--- config.mk ---
export PLATFORM = sky130hd
export DESIGN_NAME = first_fit_block_allocator
export DESIGN_NICKNAME = d
export VERILOG_FILES = /design/src/design/ffa_pkg.sv /design/src/design/ffa_ram.sv /design/src/design/ffa_cfg.sv /design/src/design/first_fit_block_allocator.sv
export VERILOG_INCLUDE_DIRS = /design/src /design/src/design
export SDC_FILE = /design/constraint.sdc
export NUM_CORES = 2
export LEC_CHECK = 0
export ABC_CLOCK_PERIOD_IN_PS = 6300
export BUFFER_PORTS_ARGS = -buffer_cell sky130_fd_sc_hd__clkbuf_2
export CAP_MARGIN = 20
export CORE_UTILIZATION = 55
export CTS_BUF_LIST = sky130_fd_sc_hd__clkbuf_16
export CTS_CLUSTER_DIAMETER = 80
export CTS_CLUSTER_SIZE = 30
export DETAILED_ROUTE_END_ITERATION = 10
export GPL_ROUTABILITY_DRIVEN = 1
export GPL_TIMING_DRIVEN = 0
export PLACE_DENSITY = 0.71
export SLEW_MARGIN = 10
export SYNTH_ARGS = -nofsm -noshare
export SYNTH_HDL_FRONTEND = slang
export SYNTH_SLANG_ARGS = --single-unit
--- constraint.sdc ---
create_clock -name clk -period 6.3 [get_ports clk]
set_input_delay 1.26 -clock clk [delete_from_list [all_inputs] [get_ports clk]]
set_output_delay 1.26 -clock clk [all_outputs]
set_load 0.05 [all_outputs]
--- src/design/first_fit_block_allocator_macros.svh ---
// Assertion macros for the allocator top-level RTL file.
`ifndef FIRST_FIT_BLOCK_ALLOCATOR_MACROS_SVH
`define FIRST_FIT_BLOCK_ALLOCATOR_MACROS_SVH

// Same-cycle implication, checked on every rising clk edge outside reset.
`define FFA_ASSERT_NOW(label, ante, cons) \
	label: assert property (@(posedge clk) disable iff (!arst_n) (ante) |-> (cons)) \
		else $error("allocator check failed");

// Next-cycle implication, checked on every rising clk edge outside reset.
`define FFA_ASSERT_NEXT(label, ante, cons) \
	label: assert property (@(posedge clk) disable iff (!arst_n) (ante) |=> (cons)) \
		else $error("allocator check failed");

`endif

--- src/design/ffa_pkg.sv ---
// Shared types and constants of the first-fit block allocator.
`default_nettype none

package ffa_pkg;

	// Result status codes
	typedef enum logic [1:0] {
		ST_OK       = 2'd0,
		ST_NOSPACE  = 2'd1,
		ST_FULL     = 2'd2,
		ST_NOTFOUND = 2'd3
	} status_t;

	// Request kinds carried on tuser
	localparam logic MODE_ALLOC = 1'b0;
	localparam logic MODE_FREE  = 1'b1;

	// Register file layout
	localparam int  APB_ADDR_W = 3;
	localparam logic REG_REGION_BASE = 1'b0;
	localparam logic REG_POOL_BYTES  = 1'b1;
	localparam logic [15:0] REGION_BASE_RST = 16'd0;
	localparam logic [15:0] POOL_BYTES_RST  = 16'd4096;

	// Saturation limit of the used-byte counter
	localparam logic [16:0] USED_MAX = 17'h1FFFF;

	// Configuration handed from the register file to the core
	typedef struct packed {
		logic [15:0] region_base;
		logic [15:0] pool_bytes;
	} cfg_t;

endpackage

`default_nettype wire

--- src/design/ffa_ram.sv ---
// Record table memory: one write port, one registered read port.
`default_nettype none

module ffa_ram #(
	parameter int DEPTH = 64,
	parameter int WIDTH = 33
) (
	input  wire logic                     clk,
	input  wire logic                     we,
	input  wire logic [$clog2(DEPTH)-1:0] waddr,
	input  wire logic [WIDTH-1:0]         wdata,
	input  wire logic                     re,
	input  wire logic [$clog2(DEPTH)-1:0] raddr,
	output logic      [WIDTH-1:0]         rdata
);

	logic [WIDTH-1:0] mem [DEPTH];

	// write port
	always_ff @(posedge clk) begin
		if (we) begin
			mem[waddr] <= wdata;
		end
	end

	// registered read port
	always_ff @(posedge clk) begin
		if (re) begin
			rdata <= mem[raddr];
		end
	end

endmodule

`default_nettype wire

--- src/design/ffa_cfg.sv ---
// APB register file holding the pool base address and pool size.
`default_nettype none

module ffa_cfg (
	input  wire logic                           clk,
	input  wire logic                           arst_n,
	input  wire logic                           psel,
	input  wire logic                           penable,
	input  wire logic                           pwrite,
	input  wire logic [ffa_pkg::APB_ADDR_W-1:0] paddr,
	input  wire logic [31:0]                    pwdata,
	output logic      [31:0]                    prdata,
	output logic                                pready,
	output ffa_pkg::cfg_t                       cfg
);

	ffa_pkg::cfg_t cfg_q;
	logic          wr_en;
	logic          reg_sel;

	assign pready  = 1'b1;
	assign wr_en   = psel & penable & pwrite & pready;
	// register index is the word address; byte offset bits are ignored
	assign reg_sel = paddr[2];

	// register writes
	always_ff @(posedge clk or negedge arst_n) begin
		if (!arst_n) begin
			cfg_q.region_base <= ffa_pkg::REGION_BASE_RST;
			cfg_q.pool_bytes  <= ffa_pkg::POOL_BYTES_RST;
		end else if (wr_en) begin
			unique case (reg_sel)
				ffa_pkg::REG_REGION_BASE: cfg_q.region_base <= pwdata[15:0];
				ffa_pkg::REG_POOL_BYTES:  cfg_q.pool_bytes  <= pwdata[15:0];
				default: ;
			endcase
		end
	end

	// read mux
	always_comb begin
		unique case (reg_sel)
			ffa_pkg::REG_REGION_BASE: prdata = {16'd0, cfg_q.region_base};
			ffa_pkg::REG_POOL_BYTES:  prdata = {16'd0, cfg_q.pool_bytes};
			default:                  prdata = 32'd0;
		endcase
	end

	assign cfg = cfg_q;

endmodule

`default_nettype wire

--- src/design/first_fit_block_allocator.sv ---
// First-fit block allocator: top level with request sequencer and record scan.
//
// Requests enter on the s_ stream (tuser: 0 allocate, 1 free; tdata: size and
// block address), one result word leaves on the m_ stream for each request.
// region_base and pool_bytes sit behind the APB port; the user must write them
// only while idle, the block does not enforce it. An allocate that exceeds the
// unused pool bytes is refused right away. Any other request walks the record
// table in the RAM one record per cycle through its single read port, rewriting
// a record in the cycle after its read is issued. An allocate stops at the first
// free record that fits, else appends a record while fewer than ENTRIES are
// held. A free walks all records. The next request is taken in the cycle after
// the result is loaded into the output register.
// Reset empties the table (no clearing pass: only records below the fill count
// are ever read) and loads the register defaults. A stalled m_ side holds the
// result in the output register; one more request may finish its scan, then
// the block waits until the output word is taken.
`default_nettype none

module first_fit_block_allocator #(
	parameter int ENTRIES   = 64,
	parameter int ADDR_BITS = 16
) (
	input  wire logic                           clk,
	input  wire logic                           arst_n,
	// request stream
	input  wire logic                           s_tvalid,
	output logic                                s_tready,
	input  wire logic [31:0]                    s_tdata,  // [15:0] request_size, [31:16] block_address
	input  wire logic                           s_tuser,  // [0] mode
	// result stream
	output logic                                m_tvalid,
	input  wire logic                           m_tready,
	output logic      [23:0]                    m_tdata,  // [15:0] granted_address, [17:16] status
	// configuration port
	input  wire logic                           psel,
	input  wire logic                           penable,
	input  wire logic                           pwrite,
	input  wire logic [ffa_pkg::APB_ADDR_W-1:0] paddr,
	input  wire logic [31:0]                    pwdata,
	output logic      [31:0]                    prdata,
	output logic                                pready
);

	`include "first_fit_block_allocator_macros.svh"

	localparam int IW   = $clog2(ENTRIES);
	localparam int CW   = $clog2(ENTRIES + 1);
	localparam int AW   = ADDR_BITS;
	localparam int WW   = 1 + 16 + AW;
	localparam int CMPW = (AW > 16) ? AW : 16;

	typedef enum logic [2:0] {
		ST_IDLE   = 3'b001,
		ST_SCAN   = 3'b010,
		ST_RESULT = 3'b100
	} state_t;

	ffa_pkg::cfg_t    cfg;
	state_t           state_q;

	// request registers
	logic             mode_q;
	logic [15:0]      size_q;
	logic [15:0]      baddr_q;

	// table bookkeeping
	logic [CW-1:0]    count_q;
	logic [AW-1:0]    tail_q;
	logic [16:0]      used_q;
	logic [16:0]      used_next;

	// scan pointer and read stage
	logic [CW-1:0]    rd_idx_q;
	logic             v_s1;
	logic [IW-1:0]    idx_s1;
	logic             hit_q;

	// result staging and output register
	logic [15:0]      res_addr_q;
	ffa_pkg::status_t res_status_q;
	logic             out_valid_q;
	logic [23:0]      out_data_q;

	// memory ports
	logic             mem_we;
	logic [IW-1:0]    mem_waddr;
	logic [WW-1:0]    mem_wdata;
	logic             mem_re;
	logic [WW-1:0]    mem_rdata;

	// decoded read word and scan decisions
	logic             rd_busy;
	logic [15:0]      rd_len;
	logic [AW-1:0]    rd_start;
	logic [CMPW-1:0]  rd_start_ext;
	logic [CMPW-1:0]  region_ext;
	logic [CMPW-1:0]  append_ext;
	logic [16:0]      unused;
	logic             no_space;
	logic             in_accept;
	logic             issue;
	logic             fit;
	logic             match;
	logic             scan_end;
	logic             append_ok;
	logic [AW-1:0]    append_start;
	logic [17:0]      add_sum;
	logic [15:0]      add_n;
	logic             out_free;

	ffa_cfg u_cfg (
		.clk     (clk),
		.arst_n  (arst_n),
		.psel    (psel),
		.penable (penable),
		.pwrite  (pwrite),
		.paddr   (paddr),
		.pwdata  (pwdata),
		.prdata  (prdata),
		.pready  (pready),
		.cfg     (cfg)
	);

	ffa_ram #(
		.DEPTH (ENTRIES),
		.WIDTH (WW)
	) u_ram (
		.clk   (clk),
		.we    (mem_we),
		.waddr (mem_waddr),
		.wdata (mem_wdata),
		.re    (mem_re),
		.raddr (rd_idx_q[IW-1:0]),
		.rdata (mem_rdata)
	);

	// handshakes
	assign s_tready  = (state_q == ST_IDLE);
	assign in_accept = s_tvalid & s_tready;
	assign out_free  = ~out_valid_q | m_tready;
	assign m_tvalid  = out_valid_q;
	assign m_tdata   = out_data_q;

	// free pool bytes, zero when over-committed
	assign unused   = (used_q >= {1'b0, cfg.pool_bytes}) ? 17'd0
		: ({1'b0, cfg.pool_bytes} - used_q);
	assign no_space = ({1'b0, s_tdata[15:0]} > unused);

	// record word layout: {busy, length, start}
	assign rd_busy      = mem_rdata[WW-1];
	assign rd_len       = mem_rdata[AW+15:AW];
	assign rd_start     = mem_rdata[AW-1:0];
	assign rd_start_ext = CMPW'(rd_start);
	assign region_ext   = CMPW'(cfg.region_base);

	// scan decisions
	assign issue    = (state_q == ST_SCAN) && (rd_idx_q != count_q);
	assign mem_re   = issue;
	assign fit      = v_s1 && (mode_q == ffa_pkg::MODE_ALLOC) && !rd_busy && (rd_len >= size_q);
	assign match    = v_s1 && (mode_q == ffa_pkg::MODE_FREE) && rd_busy
		&& (rd_start_ext == CMPW'(baddr_q));
	assign scan_end = (state_q == ST_SCAN) && !v_s1 && !issue;
	assign append_ok = scan_end && (mode_q == ffa_pkg::MODE_ALLOC)
		&& (count_q != CW'(ENTRIES));
	assign append_start = (count_q == '0) ? region_ext[AW-1:0] : tail_q;
	assign append_ext   = CMPW'(append_start);

	// read-modify-write port: mark the scanned record, or append a new one
	assign mem_we    = fit | match | append_ok;
	assign mem_waddr = append_ok ? count_q[IW-1:0] : idx_s1;
	assign mem_wdata = append_ok ? {1'b1, size_q, append_start} : {fit, rd_len, rd_start};

	// used-byte counter, saturating both ways
	assign add_n   = fit ? rd_len : size_q;
	assign add_sum = {1'b0, used_q} + 18'(add_n);
	always_comb begin
		used_next = used_q;
		if (fit || append_ok) begin
			used_next = add_sum[17] ? ffa_pkg::USED_MAX : add_sum[16:0];
		end else if (match) begin
			used_next = ({1'b0, rd_len} >= used_q) ? 17'd0 : (used_q - {1'b0, rd_len});
		end
	end

	// sequencer and scan control
	always_ff @(posedge clk or negedge arst_n) begin
		if (!arst_n) begin
			state_q  <= ST_IDLE;
			count_q  <= '0;
			used_q   <= '0;
			rd_idx_q <= '0;
			v_s1     <= 1'b0;
			hit_q    <= 1'b0;
		end else begin
			used_q <= used_next;
			unique case (state_q)
				ST_IDLE: begin
					if (in_accept) begin
						rd_idx_q <= '0;
						v_s1     <= 1'b0;
						hit_q    <= 1'b0;
						if ((s_tuser == ffa_pkg::MODE_ALLOC) && no_space) begin
							state_q <= ST_RESULT;
						end else begin
							state_q <= ST_SCAN;
						end
					end
				end
				ST_SCAN: begin
					if (fit) begin
						v_s1    <= 1'b0;
						state_q <= ST_RESULT;
					end else if (scan_end) begin
						if (append_ok) begin
							count_q <= count_q + CW'(1);
						end
						state_q <= ST_RESULT;
					end else begin
						v_s1  <= issue;
						hit_q <= hit_q | match;
						if (issue) begin
							rd_idx_q <= rd_idx_q + CW'(1);
						end
					end
				end
				ST_RESULT: begin
					if (out_free) begin
						state_q <= ST_IDLE;
					end
				end
				default: state_q <= ST_IDLE;
			endcase
		end
	end

	// request, read stage and result payload
	always_ff @(posedge clk) begin
		if (in_accept) begin
			mode_q  <= s_tuser;
			size_q  <= s_tdata[15:0];
			baddr_q <= s_tdata[31:16];
			if ((s_tuser == ffa_pkg::MODE_ALLOC) && no_space) begin
				res_addr_q   <= 16'd0;
				res_status_q <= ffa_pkg::ST_NOSPACE;
			end
		end
		if (issue) begin
			idx_s1 <= rd_idx_q[IW-1:0];
		end
		if (fit) begin
			res_addr_q   <= rd_start_ext[15:0];
			res_status_q <= ffa_pkg::ST_OK;
		end else if (scan_end) begin
			if (mode_q == ffa_pkg::MODE_FREE) begin
				res_addr_q   <= 16'd0;
				res_status_q <= (hit_q | match) ? ffa_pkg::ST_OK : ffa_pkg::ST_NOTFOUND;
			end else if (append_ok) begin
				res_addr_q   <= append_ext[15:0];
				res_status_q <= ffa_pkg::ST_OK;
			end else begin
				res_addr_q   <= 16'd0;
				res_status_q <= ffa_pkg::ST_FULL;
			end
		end
		if (append_ok) begin
			tail_q <= append_start + AW'(size_q);
		end
	end

	// output register
	always_ff @(posedge clk or negedge arst_n) begin
		if (!arst_n) begin
			out_valid_q <= 1'b0;
		end else if ((state_q == ST_RESULT) && out_free) begin
			out_valid_q <= 1'b1;
		end else if (m_tready) begin
			out_valid_q <= 1'b0;
		end
	end

	always_ff @(posedge clk) begin
		if ((state_q == ST_RESULT) && out_free) begin
			out_data_q <= {6'd0, res_status_q, res_addr_q};
		end
	end

	// checks
	`FFA_ASSERT_NOW(a_count_bound, 1'b1, count_q <= CW'(ENTRIES))
	`FFA_ASSERT_NOW(a_rd_stage_in_table, v_s1, {1'b0, idx_s1} < (IW + 1)'(count_q))
	`FFA_ASSERT_NOW(a_write_only_scanning, mem_we, state_q == ST_SCAN)
	`FFA_ASSERT_NEXT(a_idle_keeps_table, state_q == ST_IDLE,
		count_q == $past(count_q) && used_q == $past(used_q))

endmodule

`default_nettype wire

# Yosys cells after proc, flatten, opt, wreduce, memory -nomap -nowiden
# Memory sizes are Yosys's and may differ from the RTL's. A register that Yosys moved wholly into a read port is not among the register bits.
# Cells that the tools add are included.
[totals]
reg_bits = 160
mem_bits_rw = 2112
input_bits = 75
output_inout_bits = 59
wordCells = 131
n_memories = 1
[op_classes]
add_sub_neg = 6
order_cmp = 4
eq_ne = 13
mux = 44
bitwise = 12
reduce_logical = 34
[mem_list]
columns = ["memory", "words", "word_bits", "read_ports", "rd_clocked_by_memory_dff", "write_ports", "line", "source"]
rows = [
  ["u_ram.mem", 64, 33, 1, 1, 1, "ffa_ram.sv:17", "logic [WIDTH-1:0] mem [DEPTH];"],
]
[ops]
columns = ["cell", "n"]
rows = [
  ["$mux W16", 8],
  ["$mux W17", 5],
  ["$pmux W32 S2", 1],
  ["$mux W33", 1],
  ["$mux W7", 4],
  ["$add A17 B16 Y18", 1],
  ["$ge A16 B17 Y1", 1],
  ["$ge A17 B16 Y1", 1],
  ["$gt A16 B17 Y1", 1],
  ["$sub A16 B17 Y17", 1],
  ["$sub A17 B16 Y17", 1],
  ["$add A16 B16 Y16", 1],
  ["$eq A16 B16 Y1", 1],
  ["$ge A16 B16 Y1", 1],
  ["$mux W3", 5],
  ["$add A7 B1 Y7 const B", 2],
  ["$pmux W7 S2", 1],
  ["$logic_and A1 B1 Y1", 13],
  ["$mux W2", 6],
  ["$reduce_bool A2 Y1", 5],
  ["$mux W1", 9],
  ["$pmux W3 S3", 1],
  ["$ne A2 B2 Y1 const B", 4],
  ["$reduce_and A2 Y1", 4],
  ["19 further kinds", 35],
]

# Logic depth before layout (Yosys ltp)
[depth]
depth_word = 10
ltp_mapped = 20

# Modules after synthesis
# Synthesis repeated with hierarchy kept, for this count alone.
[hier_totals]
cells_unflattened = 4744
area_unflattened_um2 = 92720.2
[by_module_without_submodules]
columns = ["mod", "n_inst", "cells_each", "area_per_inst_um2", "seq_area_each_um2"]
rows = [
  ["ffa_ram", 1, 3598, 81523.2, 64411.8],
  ["first_fit_block_allocator", 1, 1041, 9598.0, 3639.7],
  ["ffa_cfg", 1, 105, 1599.0, 802.0],
]

# Worst setup path before layout
# Ideal clock, no wire load.
[synth_path]
kind = "reg2reg"
startpoint = "register state_q[0]"
endpoint = "memory u_ram.mem[0][23], data pin"
t_arrival_ns = 4.514
path_slack_ns = 1.083
path_stages_with_launch = 11
period_less_slack_ns = 5.217
path_cell_list = "dfstp_2 or3b_1 buf_2 nor2_1 and4_1 buf_4 nand2_2 inv_2 clkbuf_1 clkbuf_1 o21ai_0"
[synth_via]
elab_chain_len = 7
word_cells_on_any_way = 8
[synth_rtl]
columns = ["element", "line", "source"]
rows = [
  ["start: declaration", "first_fit_block_allocator.sv:59", "state_t state_q;"],
  ["start signal: assignment", "first_fit_block_allocator.sv:188", "state_q <= ST_IDLE;"],
  ["start signal: assignment", "first_fit_block_allocator.sv:203", "state_q <= ST_RESULT;"],
  ["start signal: assignment", "first_fit_block_allocator.sv:205", "state_q <= ST_SCAN;"],
  ["$eq A3 B2 Y1 *", "first_fit_block_allocator.sv:157, first_fit_block_allocator.sv:162", ""],
  ["$logic_and A1 B1 Y1", "first_fit_block_allocator.sv:157", "assign issue = (state_q == ST_SCAN) && (rd_idx_q != count_q);"],
  ["$logic_not A1 Y1", "first_fit_block_allocator.sv:162", "assign scan_end = (state_q == ST_SCAN) && !v_s1 && !issue;"],
  ["$logic_and A1 B1 Y1 *", "first_fit_block_allocator.sv:162", ""],
  ["$logic_and A1 B1 Y1 *", "first_fit_block_allocator.sv:163", "assign append_ok = scan_end && (mode_q == ffa_pkg::MODE_ALLOC)"],
  ["$logic_and A1 B1 Y1 *", "first_fit_block_allocator.sv:164", "&& (count_q != CW'(ENTRIES));"],
  ["via append_ok", "first_fit_block_allocator.sv:105", "logic append_ok;"],
  ["$mux W33 *", "first_fit_block_allocator.sv:171", "assign mem_wdata = append_ok ? {1'b1, size_q, append_start} : {fit, rd_len, rd_start};"],
  ["via mem_wdata[23]", "first_fit_block_allocator.sv:87", "logic [WW-1:0] mem_wdata;"],
  ["end: declaration", "ffa_ram.sv:17", ""],
]
# The timed path passes the listed nets; every way through them passes the cells marked *.

# Final worst setup path
[layout_path]
startpoint = "register size_q[14]"
endpoint = "register used_q[15]"
[layout_via]
elab_chain_len = 6
word_cells_on_any_way = 8
[layout_rtl]
columns = ["element", "line", "source"]
rows = [
  ["start: declaration", "first_fit_block_allocator.sv:63", "logic [15:0] size_q;"],
  ["start signal: assignment", "first_fit_block_allocator.sv:240", "size_q <= s_tdata[15:0];"],
  ["$ge A16 B16 Y1", "first_fit_block_allocator.sv:159", "assign fit = v_s1 && (mode_q == ffa_pkg::MODE_ALLOC) && !rd_busy && (rd_len >= size_q);"],
  ["$logic_and A1 B1 Y1", "first_fit_block_allocator.sv:159", ""],
  ["$mux W16", "first_fit_block_allocator.sv:174", "assign add_n = fit ? rd_len : size_q;"],
  ["$add A17 B16 Y18", "first_fit_block_allocator.sv:175", "assign add_sum = {1'b0, used_q} + 18'(add_n);"],
  ["$mux W17", "first_fit_block_allocator.sv:179", "used_next = add_sum[17] ? ffa_pkg::USED_MAX : add_sum[16:0];"],
  ["$mux W17", "first_fit_block_allocator.sv:178", "if (fit || append_ok) begin"],
  ["end signal: assignment", "first_fit_block_allocator.sv:195", "used_q <= used_next;"],
  ["end: declaration", "first_fit_block_allocator.sv:69", "logic [16:0] used_q;"],
]
# Several ways; a longest one is shown, not always the timed one.
# A chain may end at the register's enable or synchronous reset.

==> reports/qor.yml <==
met3WireLength_um: 25400
drc: 0
critPathMaxStageDelay_ps: 630
drv_cap: 0
finalHoldViolCount: 0
layout_commonest_cell: "edfxtp_1"
layout_min_cycle_time_ps: 6051
clkPwrFrac: 0.327
cts-root-buf: "clkbuf_16"
syn_area_um2: 92360
status: "finished clean"
p_comb_frac: 0.032
power_switching_mw: 5.619
design_power_total_mw: 25.99
arrival_ps: 6770
worst_setup_path_end_kind: "flip-flop"
finalNonFillerCells: 6941
peakVddDrop_uv: 299.4
syn_avg_cell_area_um2: 21.89
yosysSeqAreaShare: 0.7455
ios: 134
intPower_mw: 20.37
cpMostUsedCell: "o21ai_0"
drt-initial-drc-count: 6590
via_per_inst: 6.684
worst-endpoint-required_ps: 7020
nNetsFinal: 4831
final_cell_mix: "edfxtp_1 (2234), mux4_2 (693), buf_4 (127), clkbuf_1 (109), clkbuf_16 (107)"
synth_warnings: 0
rsz0062_at_grt: "false"
wirelength_um: 244700
ant_nets: 0
cts_sinks: 2305
initial_core_util: 0.5530
cp_cell_sequence: "inv_1, ha_1, nand3_1, or3_1, o21ai_0, o211a_1, clkbuf_1, o21ai_0, ha_1, and3_1, nand3_1, o21ai_0, o22ai_1, o21ai_0, a21oi_2, o21ai_0, o32a_1"
met2WireLength_um: 116000
drive_above_1_share: 0.3059
die_h_um: 411.8
synth_top_cell_by_area: "edfxtp_1"
globalRouteTotalUtil: 0.2917
htree_levels: 3
vias: 46390
overflow: 0
grt_start_max_net_pins: 65
fmax_mhz: 165.3
ys_types: 77
slowest_stage: "o21ai_0"
cts_max_path_buffers: 3
cts_hold_buf: 0
p_sw_frac: 0.2162
first_pass_iters: 5
tightest_slew_ps: 1224
clock_skew_ps: 68.32
wl_met1_um: 91310
syn-instance-count: 4219
highest-signal-layer: "met5"
async_reset_ff_frac: 0.02993
synth_edf_count: 2234
placed_cells: 6742
slew_headroom: 0.1831
rows: 150
hp-class: "input port to async pin"
dp_hpwl_um: 174700
cts_tree: "done"
die-area_um2: 169600
synthToLayoutAreaGrowth_pct: 11.26
setup_viol: 0
core_area_um2: 167000
die_w_um: 411.8
slew_violations: 0
clkTransAtPathRegs_ps: 120
io_buffer_count: 91
crit_fanout: 14
sequentialPowerShare: 0.640
grt_first_pass_wirelength_um: 341300
postCtsSetupRepairBufs: 0
p_per_area_nw_per_um2: 252.9
power.leakage_nw: 24.30
synthTopCellsByArea: "edfxtp_1 (73%), mux4_2 (17%), dfrtp_1 (1.8%), ha_1 (1.3%), mux2_2 (0.79%)"
avgRoutedWirePerCell_um: 35.26
finalCritPeriodShare: 0.9605
cts_buffers: 106
antenna_found_initial: 28
gp_congestion: 0.9268
synth_seq_cells: 2305
cp-start-kind: "flip-flop"
synth.top_cell.area_share: 0.7263
worstSetupPathType: "flip-flop to flip-flop"
fillers: 11310
grt_pass1_vias: 44860
ys.flop_type: "edfxtp_1"
clk_latency_ps: 810
power groups by stage:
| stage | clock network [mW] | logic, mW | registers [mW] |
|---|---|---|---|
| 2_1_floorplan | 0 | 0.614 | 17.0 |
| 3_3_place_gp | 0 | 0.810 | 17.0 |
| 3_5_place_dp | 0 | 0.825 | 17.0 |
| 4_1_cts | 8.58 | 0.831 | 16.6 |
| 5_1_grt | 9.05 | 0.906 | 16.7 |
| 6_report | 8.51 | 0.835 | 16.6 |
sequential cells by signal, indices dropped and copies added (netlist names):
signal        count
m_tvalid          1
u_cfg.cfg        32
v_s1              1
mode_q            1
state_q           3
u_ram.mem      2112
idx_s1            6
u_ram.rdata      33
tail_q           16
baddr_q          16
res_status_q      2
m_tdata          18
hit_q             1
count_q           7
size_q           16
used_q           17
res_addr_q       16
rd_idx_q          7
cells in the mapped netlist, types with 22 or more instances:
cell and n:
dfrtp_1 67, buf_4 28, inv_1 81, xnor2_1 39, buf_2 52, clkbuf_1 116
nor2_1 83, a21o_1 61, nor3_1 55, o21ai_0 70, mux4_2 693, nand2_1 97
ha_1 98, edfxtp_1 2234, xor2_1 41, a21oi_1 58, mux2_2 65, nand3_1 22
worst max-delay path: cells and delay by family (launching register included):
family	cells	cell delay [ps]
AOI/OAI and AO/OA	9	3300
adders and majority gates	2	770
and+or+nand+nor	4	770
DFF	1	590
buffers and inverters	2	540
final timing paths:
path | slack [ps] | end | cells past startpoint | start
min in group clk | 430 | m_tdata[9]$_DFFE_PP_ | 0 | res_addr_q[9]$_DFFE_PP_
setup / recovery | 250 | used_q[15]$_DFFE_PN0P_ | 17 | size_q[14]$_DFFE_PP_
setup reg to reg | 250 | used_q[15]$_DFFE_PN0P_ | 17 | size_q[14]$_DFFE_PP_
hold reg to reg | 430 | m_tdata[9]$_DFFE_PP_ | 0 | res_addr_q[9]$_DFFE_PP_
hold / removal | 420 | u_cfg.cfg[17]$_DFFE_PN0P_ | 1 | arst_n
max in group asynchronous | 5190 | u_cfg.cfg[12]$_DFFE_PN1P_ | 2 | arst_n
metal layers:
| layer | GRT usage | vias up |
|---|---|---|
| met5 | 0 | - |
| li1 | - | 18540 |
| met2 | 0.4545 | 2639 |
| met4 | 0.1234 | 14 |
| met3 | 0.05938 | 418 |
| met1 | 0.4063 | 24790 |
kinds of logic (layout without fill, tap and decap cells):
group,count (synthesis),after routing,share of synthesized area
flops,2305,2305,0.7455
mux,761,761,0.1773
simple gates,365,365,0.01924
buf+inv,300,784,0.01412
other cells,2,36,0.00008131
xor+xnor,80,80,0.007586
compound gates,304,304,0.02211
fa+ha+maj,102,102,0.01414
what timing repair did:
item                       CTS  global route
pin swaps                    0             0
setup endpoints to repair    3            19
hold endpoints to repair     0             0
gates resized for setup      0             2
cloned                       0             0
through the flow:
step                hold slack (ps)   TNS, ps  area (µm²)  setup slack (ps)  utilization
finish                        424.1         0      102800             248.9       0.6152
global route                  423.1         0      102700             67.47       0.6151
CTS                           389.6         0      102600             248.5       0.6143
detailed placement            405.4         0       99060             7.461       0.5930
global placement              403.3  -5758390       95660             -4189       0.5727
floorplan                     400.3         0       92440              1083            -
cell type report:
type / instances / area, µm² / area share
sequential: 2305 / 68850 / 0.6700
clock buffer: 107 / 2678 / 0.02606
inverter: 84 / 315.3 / 0.003068
tap: 2204 / 2758 / 0.02683
buffer: 215 / 992.2 / 0.009655
antenna: 13 / 32.53 / 0.0003166
multi-input combinational: 1635 / 22950 / 0.2233
timing repair buffer: 307 / 3316 / 0.03226
clock inverter: 71 / 873.3 / 0.008498
Note: power is estimated with default switching activity, not from simulation.
